**src/hdl/imfs_ram.sv**
```systemverilog
// Generic single-port RAM with registered read data.
// No dependencies.
`default_nettype none

module imfs_ram #(
  parameter int WIDTH = 8,
  parameter int DEPTH = 16
) (
  input  logic                     clk_i,
  input  logic                     we_i,
  input  logic                     re_i,
  input  logic [$clog2(DEPTH)-1:0] addr_i,
  input  logic [WIDTH-1:0]         wdata_i,
  output logic [WIDTH-1:0]         rdata_o
);

  logic [WIDTH-1:0] mem_q [DEPTH];
  logic [WIDTH-1:0] rdata_q;

  always_ff @(posedge clk_i) begin
    if (we_i) begin
      mem_q[addr_i] <= wdata_i;
    end
    if (re_i) begin
      rdata_q <= mem_q[addr_i];
    end
  end

  assign rdata_o = rdata_q;

endmodule

`default_nettype wire

```
**config.mk**
```make
export PLATFORM = sky130hd
export DESIGN_NAME = imfs_ram
export DESIGN_NICKNAME = d
export VERILOG_FILES = /design/src/hdl/imfs_ram.sv
export SDC_FILE = /design/constraint.sdc
export NUM_CORES = 1
export LEC_CHECK = 0
export ABC_AREA = 0
export BUFFER_PORTS_ARGS = -buffer_cell sky130_fd_sc_hd__buf_2
export CORE_MARGIN = 1
export CORE_UTILIZATION = 65
export DETAILED_ROUTE_END_ITERATION = 6
export PLACE_DENSITY = 0.84
export SYNTH_ARGS = -nofsm -noshare
export SYNTH_HDL_FRONTEND = slang
export SYNTH_SLANG_ARGS = --single-unit
```
**constraint.sdc**
```tcl
create_clock -name clk_i -period 4.2 [get_ports clk_i]
set_input_delay 0.84 -clock clk_i [delete_from_list [all_inputs] [get_ports clk_i]]
set_output_delay 0.84 -clock clk_i [all_outputs]
set_load 0.1 [all_outputs]
```
## Yosys cells after proc, flatten, opt, wreduce, memory -nomap -nowiden

Memories as Yosys holds them, arrays and structs flattened. A register that Yosys moved wholly into a read port is not among the register bits.
Cells that the tools add are included.

| word-level totals | value |
|---|---|
| register bits | 0 |
| RAM bits | 128 |
| input bits | 15 |
| word-level logic and storage cells | 3 |
| memories | 1 |

| cells by class | value |
|---|---|
| multiplexer cells | 2 |

Memory list:

| name | depth | bits a word | rd ports | clocked after Yosys merged registers in | wr ports | RTL line | text |
|---|---|---|---|---|---|---|---|
| mem_q | 16 | 8 | 1 | 1 | 1 | 17 | `logic [WIDTH-1:0] mem_q [DEPTH];` |

Operators by type and width:

| cell | number |
|---|---|
| $mux 1 | 2 |

## Logic depth before layout (Yosys ltp)

Gate-level depths: netlist of the first run.

| logic depth | value |
|---|---|
| word-level depth | 2 |
| depth in mapped cells | 5 |

## Worst setup path after synthesis of the first run

OpenSTA, ideal clock, no wires.

| timing path | value |
|---|---|
| path type | input-to-reg |
| start | input port addr_i[2] |
| end | memory mem_q[0][0] (enable) |
| setup time | 0.383 ns |
| arrival | 1.950 ns |
| data required time | 3.817 ns |
| path slack | 1.867 ns |
| stages on the path | 2 |
| path buffers | 0 |
| cell sequence | or3b_2 nor3_1 |

RTL lines:

| item | RTL line | text |
|---|---|---|
| start: declaration | 12 | `input logic [$clog2(DEPTH)-1:0] addr_i,` |
| end: declaration | 17 |  |

No word-level cell before the write port.

==> metrics.cfg, run 1 <==
[run_status]
status=finished clean

[synth]
synthSimpleGateAreaFrac_pct=3.160
syn-num-nets=245
yosysTopAreaCellShare_pct=79.34
synthAdderAreaFrac_pct=0
ys_seq_area_share_pct=79.34
synthCells=230
synthTopCellsByArea=edfxtp_1, mux4_2, a22oi_1
synth_area_leader_cell=edfxtp_1
syn_area_mm2=0.005147
synthXorXnorAreaFrac_pct=0
post_synth.cell_area_avg_um2=22.38
yosysWarnings=0
synthMuxAreaShare_pct=14.00
synth-seq-cells=136
synth_top_family_by_area=multiplexers
synth_compound_area_share_pct=2.333
ys_types=17

[placement]
dp_hpwl_um=5754
place_inst=348
port_buffers=22
gp_congestion=0.7615

[layout]
stdcell_count=379
drive_above_1_share_pct=32.13
antennaDiodeCount=0
multiInputGateArea_mm2=0.001003
syn_to_final_growth_pct=16.72
regArea_mm2=0.004084
nets=280
n_fill_cell=400

[global_routing]
grt_max_degree=40
grtUsageTotal_pct=29.01
grt_pass1_vias=2612
antenna_found_initial=0
grt-ovfl-total=0
grt_pass1_wl_um=16150

[sta]
skew_ps=6.431
finalCritPeriodShare_pct=58.76
setup_viol_count_final=0
relSlewSlack_pct=39.92
fmax_mhz=405.2
fin_crit_ps=2468
report.final.slew_viol_count=0
worstMarginPinSlew_ps=901.2
fin_tns_setup_ps=0
rsz0062_at_grt=no
hold_violations=0

[floorplanning]
die_y_um=90.99
rows=32
die_area_mm2=0.008279
core_area_mm2=0.007687
initial_core_util_pct=66.96
die_w_um=90.99
io_pins=23

[worst_setup_path]
path_cells=buf_2, buf_4, mux4_2, a22oi_1, nand2_1
slowest_stage=buf_2
timing.critical_path.buf_inv=2
arrival_ps=2730
critPathLaunchType=input pin
end_kind=flip-flop
cp_slowest_stage_delay_ps=670
path_max_fanout=30
crit_type=input pin to flip-flop
cp.required_ps=4460
cp_top_family=buffers and inverters

[route]
drt-pass1-iter-count=5
wirelength_um=10580
drc=0
drt-wirelength-per-cell_um=27.91
drt_iter0_drc=388
vias_per_cell=6.794
drtAntennaViolNets=0
via_count=2575

[clocking]
htree_levels=4
clk_latency_ps=520
cts-root-buf=clkbuf_8
path_clk_slew_ps=60
ctsResizeCount=0
clock_path_buffers=2
cts_made_buffers=17
cts_setup_buffers=0
cts_tree=yes
clock_sinks=136
cts_hold_buf=0

[power_and_ir_drop]
p_switching_w=0.0006862
leakage_nw=1.971
comb_power_share_pct=5.6
netSwitchingFraction_pct=20.49
clockPowerShare_pct=48.5
irDropWorstVdd_mv=0.3608
p_int_w=0.002663
pwr-share-seq_pct=46.0
p_per_area_mw_per_mm2=557.4

[run]
cap_violations=0

[hold_path]
hp-class=input pin to flip-flop

-- Yosys cell counts (all sizes together) --
| cell type | instances |
|---|---|
| and2 | 1 |
| nor2 | 13 |
| nand3b | 2 |
| clkbuf | 3 |
| nor3 | 4 |
| nand2b | 2 |
| edfxtp | 136 |
| or3b | 1 |
| nand3 | 1 |
| buf | 8 |
| nand2 | 9 |
| nor2b | 2 |
| a22oi | 16 |
| mux4 | 32 |
-- path summary, 6_finish.rpt --
path                            slack [ps]         end  cells after the start         start
worst min register to register         780  rdata_o[0]                      3   mem_q[4][0]
worst max-delay path                  1730  rdata_o[5]                      5     addr_i[0]
worst min-delay path                   680  rdata_o[5]                      1          re_i
worst max register to register        2650  rdata_o[7]                      3  mem_q[10][7]
-- per-stage QoR --
step | area, um2 | hold WS [ps] | setup slack (ps) | power [W] | util, %
2_1_floorplan | 5147 | 710.3 | 1867 | 0.001690 | -
3_3_place_gp | 5363 | 742.2 | 1175 | 0.001743 | 69.76
3_5_place_dp | 5363 | 749.1 | 1147 | 0.001749 | 69.76
4_1_cts | 6008 | 668.3 | 1669 | 0.003357 | 78.16
5_1_grt | 6008 | 678.7 | 1524 | 0.003418 | 78.16
6_report | 6008 | 678.3 | 1732 | 0.003349 | 78.16
-- layout by cell type, fill, tap and decap left out --
cell type / count
edfxtp_1: 136
mux4_2: 32
buf_2: 22
a22oi_1: 16
clkbuf_16: 16
nor2_1: 13
nand2_1: 9
bufinv_16: 6
buf_4: 5
nor3_1: 4
clkinv_4: 3
nor2b_1: 2
nand3b_1: 2
nand2b_1: 2
clkinv_2: 2
and2_1: 1
nand3_1: 1
or3b_2: 1
clkbuf_8: 1
clkinv_1: 1
clkbuf_1: 1
clkinvlp_4: 1
-- registers in the layout, indices dropped and copies added, names as in the netlist --
name,flops
rdata_o,8
mem_q,128
-- kinds of logic after synthesis --
| family | after synthesis |
|---|---|
| flip-flops | 136 |
| buffers and inverters | 11 |
| multiplexers | 32 |
| AND/OR/NAND/NOR | 35 |
| AO/OA/AOI/OAI | 16 |
-- routing by layer --
metal / share of wire (%) / GRT usage, % / wire length (um)
met4: 2.6 / 12.57 / 279
met2: 49 / 44.38 / 5217
met3: 10 / 6.700 / 1061
met5: 0 / 0 / 0
met1: 38 / 41.29 / 4017
-- cell type report --
class | instances | share of cell area, %
clock inverters | 13 | 3.790
multi-input cells | 83 | 16.70
flip-flops and latches | 136 | 67.97
well taps | 102 | 2.124
repair buffers | 27 | 2.457
clock buffers | 18 | 6.955
-- power groups by stage --
stage	clock, W	sequential [W]	combinational, W
floorplan	0	0.00161	0.0000783
global placement	0	0.00156	0.000179
detailed placement	0	0.00157	0.000182
CTS	0.00163	0.00154	0.000186
global route	0.00168	0.00154	0.000196
finish	0.00162	0.00154	0.000186
(Power assumes the default switching activity.)
==> inputs of run 2 (changes only) <==
- CORE_UTILIZATION: 65 -> 54
- PLACE_DENSITY: 0.84 -> 0.74
- clock period: 4.2 -> 2 ns (I/O delays scaled with it)
==> run 2 against run 1 <==
  * Sequential power increased by 110%
  * Critical path type is now flip-flop to output port
  * Combinational power increased by 120%
  * Clock skew down 1.9 ps
  * Cell count grew 14%
  * Sequential cell count unchanged
  * Die area grew 20%
  * Worst hold slack got worse by 420 ps
  * Design area up 2.8%
  * Wire length is 9.2% lower
  * Critical endpoint is now rdata_o[4]
  * Register-to-register slack worse by 2200 ps
  * First-iteration DRC count is 59% lower
  * Setup slack got worse by 1500 ps
==> metrics.cfg, run 2 (synthesis gave the netlist of run 1 again) <==
[worst_setup_path]
crit_type=flip-flop to output port
cp_slowest_stage_delay_ps=450  ; -220 ps
path_cells=buf_2
arrival_ps=1340  ; -1390 ps
slowest_stage=buf_2
timing.critical_path.buf_inv=1  ; -1
cp.required_ps=1600  ; -2860 ps
path_max_fanout=1  ; -97%
end_kind=output port
critPathLaunchType=flip-flop
cp_top_family=buffers and inverters

[hold_path]
hp-class=input pin to flip-flop

[clocking]
cts-root-buf=clkbuf_8
ctsResizeCount=0  ; unchanged
cts_tree=yes
clock_sinks=136  ; unchanged
clock_path_buffers=2  ; unchanged
clk_latency_ps=510  ; about the same
path_clk_slew_ps=60  ; about the same
cts_made_buffers=17  ; unchanged
htree_levels=4  ; unchanged
cts_setup_buffers=0  ; unchanged
cts_hold_buf=0  ; unchanged

[sta]
fmax_mhz=574.6
report.final.slew_viol_count=0  ; unchanged
relSlewSlack_pct=66.49  ; +27 points
setup_viol_count_final=0  ; unchanged
worstMarginPinSlew_ps=506.1  ; -395.1 ps
fin_hold_ws_ps=260.7  ; -417.6 ps
hold_violations=0  ; unchanged
rsz0062_at_grt=no
skew_ps=4.519  ; -1.912 ps
fin_crit_ps=1740
finalCritPeriodShare_pct=87.02

[layout]
nets=306  ; +9.3%
design_area_mm2=0.006178  ; +2.8%
n_fill_cell=603  ; +51%
multiInputGateArea_mm2=0.001003  ; unchanged
regArea_mm2=0.004084  ; unchanged
regMostFlops=mem_q
mostFrequentLayoutCell=edfxtp_1
final_cell_mix=edfxtp_1, mux4_2, buf_4
largest_reg_flops=128  ; unchanged
syn_to_final_growth_pct=20.03
drive_above_1_share_pct=37.62  ; +5.5 points
antennaDiodeCount=0  ; unchanged

[power_and_ir_drop]
clockPowerShare_pct=44.0  ; -4.5 points
p_int_w=0.005096  ; +91%
comb_power_share_pct=6.2  ; +0.6 points
leakage_nw=2.072  ; +5.1%
finalPower_w=0.006493  ; +94%
pwr-share-seq_pct=49.8  ; +3.8 points
p_per_area_mw_per_mm2=1051  ; +89%
irDropWorstVdd_mv=0.5887  ; +63%
netSwitchingFraction_pct=21.52  ; +1.0 points
p_switching_w=0.001397  ; +100%

[route]
drt-wirelength-per-cell_um=22.22  ; -20%
drtAntennaViolNets=0  ; unchanged
wirelength_um=9601  ; -9.2%
drc=0  ; unchanged
drt_iter0_drc=159  ; -59%
via_count=2513  ; -2.4%
vias_per_cell=5.817  ; -14%
drt-pass1-iter-count=4  ; -1

[global_routing]
grtUsageTotal_pct=21.92  ; -7.1 points
grt_pass1_vias=2621  ; +0.34%
antenna_found_initial=0  ; unchanged
grt_max_degree=21  ; -48%
grt_pass1_wl_um=15150  ; -6.2%
grt-ovfl-total=0  ; unchanged

[run]
cap_violations=0  ; unchanged

[run_status]
status=finished clean

[floorplanning]
die_w_um=99.64  ; +9.5%
io_pins=23  ; unchanged
core_area_mm2=0.009240  ; +20%
initial_core_util_pct=55.71  ; -11 points
die_y_um=99.64  ; +9.5%
die_area_mm2=0.009927  ; +20%
rows=35  ; +9.4%

[placement]
gp_congestion=0.7088  ; -6.9%
placed_cell_area_mm2=0.005629  ; +5.0%
port_buffers=22  ; unchanged
dp_hpwl_um=6179  ; +7.4%

## run 2: path summary, 6_finish.rpt
check                                  start    endpoint  slack [ps]  cells after the start
worst max register to register   mem_q[3][5]  rdata_o[5]         470                      3
worst max-delay path              rdata_o[4]  rdata_o[4]         260                      1
worst min-delay path                    re_i  rdata_o[3]         260                      1
worst min register to register  mem_q[14][7]  rdata_o[7]         760                      3
## run 2: routing by layer
metal | track usage (%) | up-vias | part of all wire (%)
li1 | - | 1091 | -
met1 | 29.18 | 1322 | 40
met2 | 35.90 | 91 | 53
met3 | 3.865 | 9 | 5.6
met4 | 10.18 | 0 | 1.1
met5 | 0 | - | 0
## run 2: per-stage QoR
step	worst slack, ps	instances	setup TNS, ps	utilization [%]
after floorplan	107.0	230	0	-
after global placement	10.84	401	0	60.92
after detailed placement	-70.00	401	-79.68	60.92
after CTS	221.4	432	0	66.87
after global routing	214.5	432	0	66.87
final	259.6	432	0	66.87
## run 2: power groups by stage
stage	logic, W	registers (W)	clock network, W
2_1_floorplan	0.000164	0.00339	0
3_5_place_dp	0.000410	0.00329	0
5_1_grt	0.000432	0.00324	0.00302
4_1_cts	0.000411	0.00323	0.00290
3_3_place_gp	0.000403	0.00329	0
6_report	0.000405	0.00323	0.00286
## run 2: cell type report
type                            instances  share of cell area, %
Clock buffer                           17                  6.703
Clock inverter                         14                  2.187
Timing Repair Buffer                   53                  6.156
Tap cell                              129                  2.612
Sequential cell                       136                  66.10
Multi-Input combinational cell         83                  16.24
