`config.mk`:
```
export PLATFORM = sky130hd
export DESIGN_NAME = imfs_addr
export DESIGN_NICKNAME = d
export VERILOG_FILES = /design/src/hdl/imfs_pkg.sv /design/src/hdl/imfs_addr.sv
export SDC_FILE = /design/constraint.sdc
export NUM_CORES = 1
export LEC_CHECK = 0
export BUFFER_PORTS_ARGS = -buffer_cell sky130_fd_sc_hd__buf_4
export CORE_MARGIN = 3
export CORE_UTILIZATION = 30
export CTS_CLUSTER_DIAMETER = 30
export DETAILED_ROUTE_END_ITERATION = 7
export GPL_ROUTABILITY_DRIVEN = 0
export REMOVE_ABC_BUFFERS = 1
export SYNTH_ARGS = -nofsm -noshare
export SYNTH_HDL_FRONTEND = slang
export SYNTH_SLANG_ARGS = --single-unit
```
`constraint.sdc`:
```
create_clock -name clk_i -period 13.7 [get_ports clk_i]
set_clock_uncertainty 0.15 [all_clocks]
set_input_delay 0.685 -clock clk_i [delete_from_list [all_inputs] [get_ports clk_i]]
set_output_delay 0.685 -clock clk_i [all_outputs]
set_load 0.01 [all_outputs]
```
`src/hdl/imfs_pkg.sv`:
```
// Shared constants, codes and types of the image mirror frame store.
// No dependencies; imported by imfs_addr, the top level and the checker.
`default_nettype none

package imfs_pkg;

  localparam int MEM_BYTES    = 65536;
  localparam int MAX_DIM      = 256;
  localparam int MAX_CHANNELS = 4;

  localparam int ADDR_W  = $clog2(MEM_BYTES);
  localparam int DIM_W   = 9;
  localparam int CH_W    = 3;
  localparam int PIX_W   = 2 * DIM_W;
  localparam int VOL_W   = 2 * DIM_W + CH_W;
  localparam int BYTE_W  = 8;

  localparam int NUM_REGS  = 3;
  localparam int REG_IDX_W = 2;
  localparam int PADDR_W   = REG_IDX_W + 2;
  localparam int APB_DW    = 32;

  localparam logic [1:0] MODE_WRITE  = 2'd0;
  localparam logic [1:0] MODE_READ   = 2'd1;
  localparam logic [1:0] MODE_MIRROR = 2'd2;

  localparam logic AXIS_ROWS = 1'b0;
  localparam logic AXIS_COLS = 1'b1;

  localparam logic [REG_IDX_W-1:0] REG_ROWS  = 2'd0;
  localparam logic [REG_IDX_W-1:0] REG_COLS  = 2'd1;
  localparam logic [REG_IDX_W-1:0] REG_CHANS = 2'd2;

  typedef struct packed {
    logic [1:0]        mode;
    logic [7:0]        row_pos;
    logic [7:0]        col_pos;
    logic [1:0]        chan_pos;
    logic [BYTE_W-1:0] wr_value;
    logic              axis;
  } imfs_in_t;

  typedef struct packed {
    logic [BYTE_W-1:0] rd_value;
    logic              status;
  } imfs_out_t;

  typedef struct packed {
    logic [DIM_W-1:0] frame_rows;
    logic [DIM_W-1:0] frame_cols;
    logic [CH_W-1:0]  pixel_channels;
  } imfs_cfg_t;

  typedef struct packed {
    logic rows;
    logic cols;
  } imfs_flip_t;

  // access descriptor handed from the address pipeline to the control
  typedef struct packed {
    logic [1:0]        mode;
    logic              axis;
    logic [BYTE_W-1:0] wr_value;
    logic              frame_ok;
    logic              coord_ok;
    logic [ADDR_W-1:0] addr;
  } imfs_acc_t;

endpackage

`default_nettype wire

```
`src/hdl/imfs_addr.sv`:
```
// Address pipeline: range checks, mirror remap, row/column/channel address.
// Depends on imfs_pkg.
`default_nettype none

module imfs_addr
  import imfs_pkg::*;
(
  input  logic       clk_i,
  input  logic       load_i,
  input  imfs_in_t   item_i,
  input  imfs_cfg_t  cfg_i,
  input  imfs_flip_t flip_i,
  output imfs_acc_t  acc_o
);

  imfs_in_t         item_q;

  logic [DIM_W-1:0] row_ext;
  logic [DIM_W-1:0] col_ext;
  logic [CH_W-1:0]  chan_ext;
  logic             dims_ok_d, coord_ok_d;
  logic [DIM_W-1:0] prow_d, pcol_d;
  logic [PIX_W-1:0] area_d;

  logic             dims_ok_q, coord1_ok_q;
  logic [DIM_W-1:0] prow_q, pcol_q;
  logic [PIX_W-1:0] area_q;

  logic [PIX_W-1:0] pix_d;
  logic [VOL_W-1:0] vol;
  logic             frame_ok_d;

  logic [PIX_W-1:0] pix_q;
  logic             frame_ok_q, coord2_ok_q;

  logic [PIX_W+CH_W-1:0] addr_full;

  always_ff @(posedge clk_i) begin
    if (load_i) begin
      item_q <= item_i;
    end
  end

  // stage 1: checks and remap
  always_comb begin
    row_ext  = {1'b0, item_q.row_pos};
    col_ext  = {1'b0, item_q.col_pos};
    chan_ext = {1'b0, item_q.chan_pos};
    dims_ok_d = (cfg_i.frame_rows != '0)
             && (32'(cfg_i.frame_rows) <= 32'(MAX_DIM))
             && (cfg_i.frame_cols != '0)
             && (32'(cfg_i.frame_cols) <= 32'(MAX_DIM))
             && (cfg_i.pixel_channels != '0)
             && (32'(cfg_i.pixel_channels) <= 32'(MAX_CHANNELS));
    coord_ok_d = (row_ext < cfg_i.frame_rows) && (col_ext < cfg_i.frame_cols)
              && (chan_ext < cfg_i.pixel_channels);
    prow_d = flip_i.rows ? (cfg_i.frame_rows - DIM_W'(1) - row_ext) : row_ext;
    pcol_d = flip_i.cols ? (cfg_i.frame_cols - DIM_W'(1) - col_ext) : col_ext;
    area_d = PIX_W'(cfg_i.frame_rows) * PIX_W'(cfg_i.frame_cols);
  end

  always_ff @(posedge clk_i) begin
    dims_ok_q   <= dims_ok_d;
    coord1_ok_q <= coord_ok_d;
    prow_q      <= prow_d;
    pcol_q      <= pcol_d;
    area_q      <= area_d;
  end

  // stage 2: pixel index and frame volume
  always_comb begin
    pix_d      = (PIX_W'(prow_q) * PIX_W'(cfg_i.frame_cols)) + PIX_W'(pcol_q);
    vol        = VOL_W'(area_q) * VOL_W'(cfg_i.pixel_channels);
    frame_ok_d = dims_ok_q && (32'(vol) <= 32'(MEM_BYTES));
  end

  always_ff @(posedge clk_i) begin
    pix_q       <= pix_d;
    frame_ok_q  <= frame_ok_d;
    coord2_ok_q <= coord1_ok_q;
  end

  // stage 3: byte address
  assign addr_full = (PIX_W+CH_W)'(pix_q) * (PIX_W+CH_W)'(cfg_i.pixel_channels)
                   + (PIX_W+CH_W)'(item_q.chan_pos);

  always_comb begin
    acc_o.mode     = item_q.mode;
    acc_o.axis     = item_q.axis;
    acc_o.wr_value = item_q.wr_value;
    acc_o.frame_ok = frame_ok_q;
    acc_o.coord_ok = coord2_ok_q;
    acc_o.addr     = addr_full[ADDR_W-1:0];
  end

endmodule

`default_nettype wire

```
Word level (Yosys, flattened, before mapping)
Index checks and enable logic that the tools add are counted.
{"block": "op_classes", "add_sub_neg": 6, "n_mux": 2, "n_reduce_logical": 11, "multipliers": 4, "order_cmp": 7}
{"op": "multiplier 9 x 9 -> 18 bit", "count": 2}
{"op": "<= comparator 21 x 17 -> 1 bit (second input constant)", "count": 1}
{"op": "multiplier 18 x 3 -> 21 bit", "count": 1}
{"op": "adder 18 x 9 -> 18 bit", "count": 1}
{"op": "<= comparator 9 bit (second input constant)", "count": 2}
{"op": "less-than comparator 8 x 9 -> 1 bit", "count": 2}
{"op": "multiplier 18 x 3 -> 16 bit", "count": 1}
{"op": "nonzero test 9 bit", "count": 2}
{"op": "subtractor 9 x 1 -> 9 bit (second input constant)", "count": 2}
{"op": "subtractor 9 x 8 -> 9 bit", "count": 2}
{"op": "adder 16 x 2 -> 16 bit", "count": 1}
{"op": "two-way mux 8 bit", "count": 2}
{"op": "logical AND 1 bit", "count": 8}
{"op": "<= comparator 3 bit (second input constant)", "count": 1}
{"op": "less-than comparator 2 x 3 -> 1 bit", "count": 1}
{"op": "nonzero test 3 bit", "count": 1}
{"block": "totals", "reg_bits": 87, "elab_cells": 46}

Logic depth before layout (Yosys ltp)
{"block": "logic_depth", "ltp_word": 6, "mapped_depth": 21, "mapped_depth_nobuf": 19}

Worst setup path after synthesis
No wires, ideal clock.
{"block": "synth_timing", "path_kind": "in2reg", "startpoint": "input cfg_i[3] (netlist name)", "endpoint": "register pix_q[15]", "n_path_buf": 2, "t_arrival_ns": 5.243, "cell_stages": 21, "setup_ns": 0.072, "path_slack_ns": 8.235, "path_cell_list": "clkbuf_1 > clkbuf_1 > nand2_1 > fa_1 > inv_1 > fa_1 > inv_1 > fa_1 > inv_1 > fa_1 > inv_1 > fa_1 > inv_1 > ha_1 > nor3_1 > o21ai_0 > nand2_1 > o2111ai_1 > a31o_2 > a21oi_1 > xnor2_1"}
{"block": "synth_via", "elab_chain_cells": 2}
{"item": "start, declared", "line": "imfs_addr.sv:11", "rtl": "input imfs_cfg_t cfg_i,"}
{"item": "multiplier 9 x 9 -> 18 bit", "line": "imfs_addr.sv:72", "rtl": "pix_d = (PIX_W'(prow_q) * PIX_W'(cfg_i.frame_cols)) + PIX_W'(pcol_q);"}
{"item": "adder 18 x 9 -> 18 bit", "line": "imfs_addr.sv:72"}
{"item": "net pix_d[15]", "line": "imfs_addr.sv:29", "rtl": "logic [PIX_W-1:0] pix_d;"}
{"item": "end signal, assigned", "line": "imfs_addr.sv:78", "rtl": "pix_q <= pix_d;"}
{"item": "end, declared", "line": "imfs_addr.sv:33", "rtl": "logic [PIX_W-1:0] pix_q;"}
The timed path passes the listed nets, and every way through them passes these cells.
A chain may end at the register's enable or synchronous reset.

Worst setup path after layout
Same ends and word-level chain as after synthesis.

==> impl_summary.log <==
INFO  metric design.core.area = around 0.038 sq mm
INFO  metric synth.distinct_cells = 57
INFO  metric io_pins = 83
INFO  metric worst_skew_pair_later_pin_latency = 0.35 ns
INFO  metric stdcell_count = around 1900
INFO  metric worst_hold_path.endpoint = coord2_ok_q
INFO  metric syn_to_final_growth = 11.6%
INFO  metric clock_tree.root_cell = sky130_fd_sc_hd__clkbuf_16
INFO  metric run_status = completed
INFO  metric final-max-slew-violation-count = 0
INFO  metric synth-seq-cells = 85
INFO  metric numCtsBuffers = 9
INFO  metric netlist_area = approximately 0.012 sq mm
INFO  metric timing.reg2reg.setup_slack = 8.63 ns
INFO  metric detail-route-antenna-nets = 0
INFO  metric initial_antenna_violation_count = 0
INFO  metric power.ir.vdd_worst = approximately 0.16 mV
INFO  metric hold-worst-slack = about 0.18 ns
INFO  metric clkSlewWorstSetupHoldPaths = 0.06 ns
INFO  metric r2r-end = pix_q[15]
INFO  metric placed_cells = 1866
INFO  metric synth-compound-area-share = just under 9%
INFO  metric cts_num_sinks = 85
INFO  metric sort_of_element_at_the_end_of_the_critical_path = register
INFO  metric synth-seq-area-share = 17.2%
INFO  metric holdPathStages = 0
INFO  metric min_period_over_period = 37.3%
INFO  metric remaining_drc_errors = 0
INFO  metric synth-main-ff-cell = sky130_fd_sc_hd__dfxtp_1
INFO  metric synth_top_family_by_area = adder cells
INFO  metric drt_pre_antenna_iters = 4
INFO  metric muxShareOfSynthArea = 0.347%
INFO  metric final_util = 34.1%
INFO  metric drt_iter0_markers = approximately 500
INFO  metric die_width = roughly 200 microns
INFO  metric initial_core_util = 30.5%
INFO  metric synth_warnings = 0
INFO  metric h-tree-depth = 3
INFO  metric critical_path.startpoint_type = input port
INFO  metric postSynthCellCount = 1321
INFO  metric globalRoute.totalOverflow = 0
INFO  metric first_global_vias = 8804
INFO  metric worstHoldPathType = register to register
INFO  metric dp_hpwl = 19700 microns
INFO  metric synth_xor_xnor_area_share = 5.54%
INFO  metric post_synth_and_or_nand_nor_area_fraction = 16.4%
INFO  metric cp.arrival = approximately 5.2 ns
INFO  metric worst-endpoint-required = about 14 ns
INFO  metric timing.setup.tns = 0 ns
INFO  metric slowest_stage = sky130_fd_sc_hd__fa_1
INFO  metric path_cells = buf_4, nand2_1, fa_1, inv_1, fa_1, inv_1, fa_1, inv_1, fa_1, inv_1, fa_1, inv_1, ha_1, nor3_1, o21ai_0, nand2_1, o2111ai_1, a31o_2, a21oi_1, xnor2_1
INFO  metric post_route_minimum_period = 5.11 ns
INFO  metric avgRoutedWirePerCell = 13.0 microns
INFO  metric hold_buffers = 0
INFO  metric setup-violations-final = 0
INFO  metric buffers_on_ports = 82
INFO  metric clk_path_buf_depth = 2
INFO  metric cts_tree = yes
INFO  metric grt_first_pass_wirelength = 43100 microns
INFO  metric reg2regPathDepth = 19
INFO  metric finish.net_count = 1720
INFO  metric grt.total_usage = 12.7%
INFO  metric routed-via-count = 8691
INFO  metric timing.critical_path.slowest_cell_delay = 0.54 ns
INFO  metric pwr_density_cell = around 210 mW/mm^2
INFO  metric detailedPlace.worstSlack = between 8 and 9 ns
INFO  metric async_flop_share = 0%
INFO  metric criticalPathCategory = input port to register
INFO  metric syn-mean-instance-area = 8.74 sq um
INFO  metric grt_max_degree = 37
INFO  metric synth_enable_flop_cells = 29
INFO  metric die-area = 0.0409 sq mm
INFO  metric insertedDiodeCount = 0
INFO  metric hold_path_startpoint = coord1_ok_q
INFO  metric layout-drive-gt1-share = ~8.0%
INFO  metric leakagePower = approximately 6.7 nW
INFO  metric fmaxAchievable = 196 MHz
INFO  metric rr_startpoint = prow_q[7]
INFO  metric postCtsSetupRepairBufs = 0
INFO  metric cap_viol_max_count = 0
INFO  metric ctsResizeCount = 0
INFO  metric std_cell_rows = 71
INFO  metric finalWorstSetupSlack = about 8.6 ns
INFO  metric worst_max_slew_pin_slew = roughly 0.46 ns
INFO  metric worst-path-max-fanout = 20
INFO  metric routed_wirelength = 24400 microns
INFO  metric synthAdderAreaFrac = roughly 41%
INFO  metric worst_slew_margin_rel = between 60% and 70%
INFO  metric die_h = roughly 200 microns
INFO  metric rsz0062_at_grt = false
INFO  metric hold_viol_final = 0
INFO  metric viasPerCell = between 4 and 5
worst max-delay path: cells and delay by family:
| kind | cells | cell delay, ns |
|---|---|---|
| and+or+nand+nor | 3 | 0.45 |
| adders and majority gates | 6 | 2.74 |
| buffers and inverters | 6 | 0.48 |
| xor gates and xnor gates | 1 | 0.13 |
| AOI/OAI and AO/OA | 4 | 0.75 |
metal layers:
layer	up-vias	share of wire, %	GRT usage, %
li1	4240	-	-
met1	4209	50	18.6
met2	227	41	18.8
met3	15	8.0	3.88
met4	0	1.1	2.30
met5	-	0	0
worst max path at each step:
stage	from	end	slack [ns]	cells past startpoint
detailed placement	cfg_i[3]	pix_q[15]	8.24	20
floorplan	cfg_i[3]	pix_q[15]	8.80	19
finish	cfg_i[3]	pix_q[15]	8.59	20
CTS	cfg_i[2]	acc_o[14]	8.61	15
global placement	cfg_i[3]	pix_q[15]	8.30	20
global route	cfg_i[2]	acc_o[14]	8.35	15
power by group:
group	switching [mW]	total [mW]	internal, mW	leakage (nW)
Sequential	0.0531	0.400	0.347	0.755
Clock	0.102	0.273	0.171	0.160
Combinational	1.13	2.08	0.955	5.76
Total	1.28	2.75	1.47	6.68
Yosys cell counts, drive strengths merged, types with 2 or more instances:
cell,count,area share (%)
a21oi,50,2.2
o22ai,5,0.33
a31oi,7,0.51
edfxtp,29,7.5
ha,163,18
a41oi,3,0.23
o2111ai,4,0.30
inv,250,8.1
a21o,20,1.3
nor3,23,1.0
or2,2,0.11
xnor2,53,4.0
nand2,193,6.3
nand2b,6,0.33
o211a,2,0.17
dfxtp,56,9.7
o211ai,2,0.13
o21a,4,0.26
mux2i,4,0.35
xor2,20,1.5
nand3b,5,0.33
nand3,12,0.52
nor4,5,0.33
buf,15,1.0
and2,81,4.4
o21ai,25,1.1
fa,137,24
and3,3,0.16
clkbuf,33,1.1
nor2b,7,0.38
o31ai,2,0.13
nor2,59,1.9
nand4,5,0.27
a31o,5,0.38
o21bai,16,1.0
cell families (layout without fill, tap and decap cells):
logic type               Yosys count  after routing
AO/OA/AOI/OAI                    154            154
XOR/XNOR                          73             73
adder cells (fa/ha/maj)          300            300
buffers and inverters            298            348
flip-flops                        85             85
multiplexers                       4              4
AND/OR/NAND/NOR                  407            407
final cells by class:
cell class,count,area [sq um]
multi-input cells,938,8370
clock buffers,13,262
repair buffers,82,616
inverters,250,938
clock inverters,3,66.3
flip-flops and latches,85,1990
well taps,511,639
fillers,3963,25000
per-stage QoR:
step	area (sq um)	power (mW)
global route	12900	3.14
global placement	12600	2.47
finish	12900	2.75
floorplan	11300	2.02
detailed placement	12600	2.50
CTS	12900	2.79
state kept, by name, summed over array words and instances, names as in the netlist:
signal	count
coord1_ok_q	1
frame_ok_q	1
dims_ok_q	1
acc_o	11
coord2_ok_q	1
item_q	8
pix_q	16
chan_ext	2
col_ext	8
prow_q	9
pcol_q	9
area_q	18
placed cells by master (no fill, tap or decap), types with 24 or more instances in the layout:
master / Yosys / final
sky130_fd_sc_hd__a21oi_1: 49 / 49
sky130_fd_sc_hd__dfxtp_1: 56 / 56
sky130_fd_sc_hd__inv_1: 249 / 249
sky130_fd_sc_hd__o21ai_0: 24 / 24
sky130_fd_sc_hd__and2_1: 81 / 81
sky130_fd_sc_hd__nand2_1: 193 / 193
sky130_fd_sc_hd__xnor2_1: 53 / 53
sky130_fd_sc_hd__ha_1: 163 / 163
sky130_fd_sc_hd__edfxtp_1: 29 / 29
sky130_fd_sc_hd__nor2_1: 59 / 59
sky130_fd_sc_hd__fa_1: 137 / 137
sky130_fd_sc_hd__buf_4: 13 / 82
(Power assumes the default switching activity.)
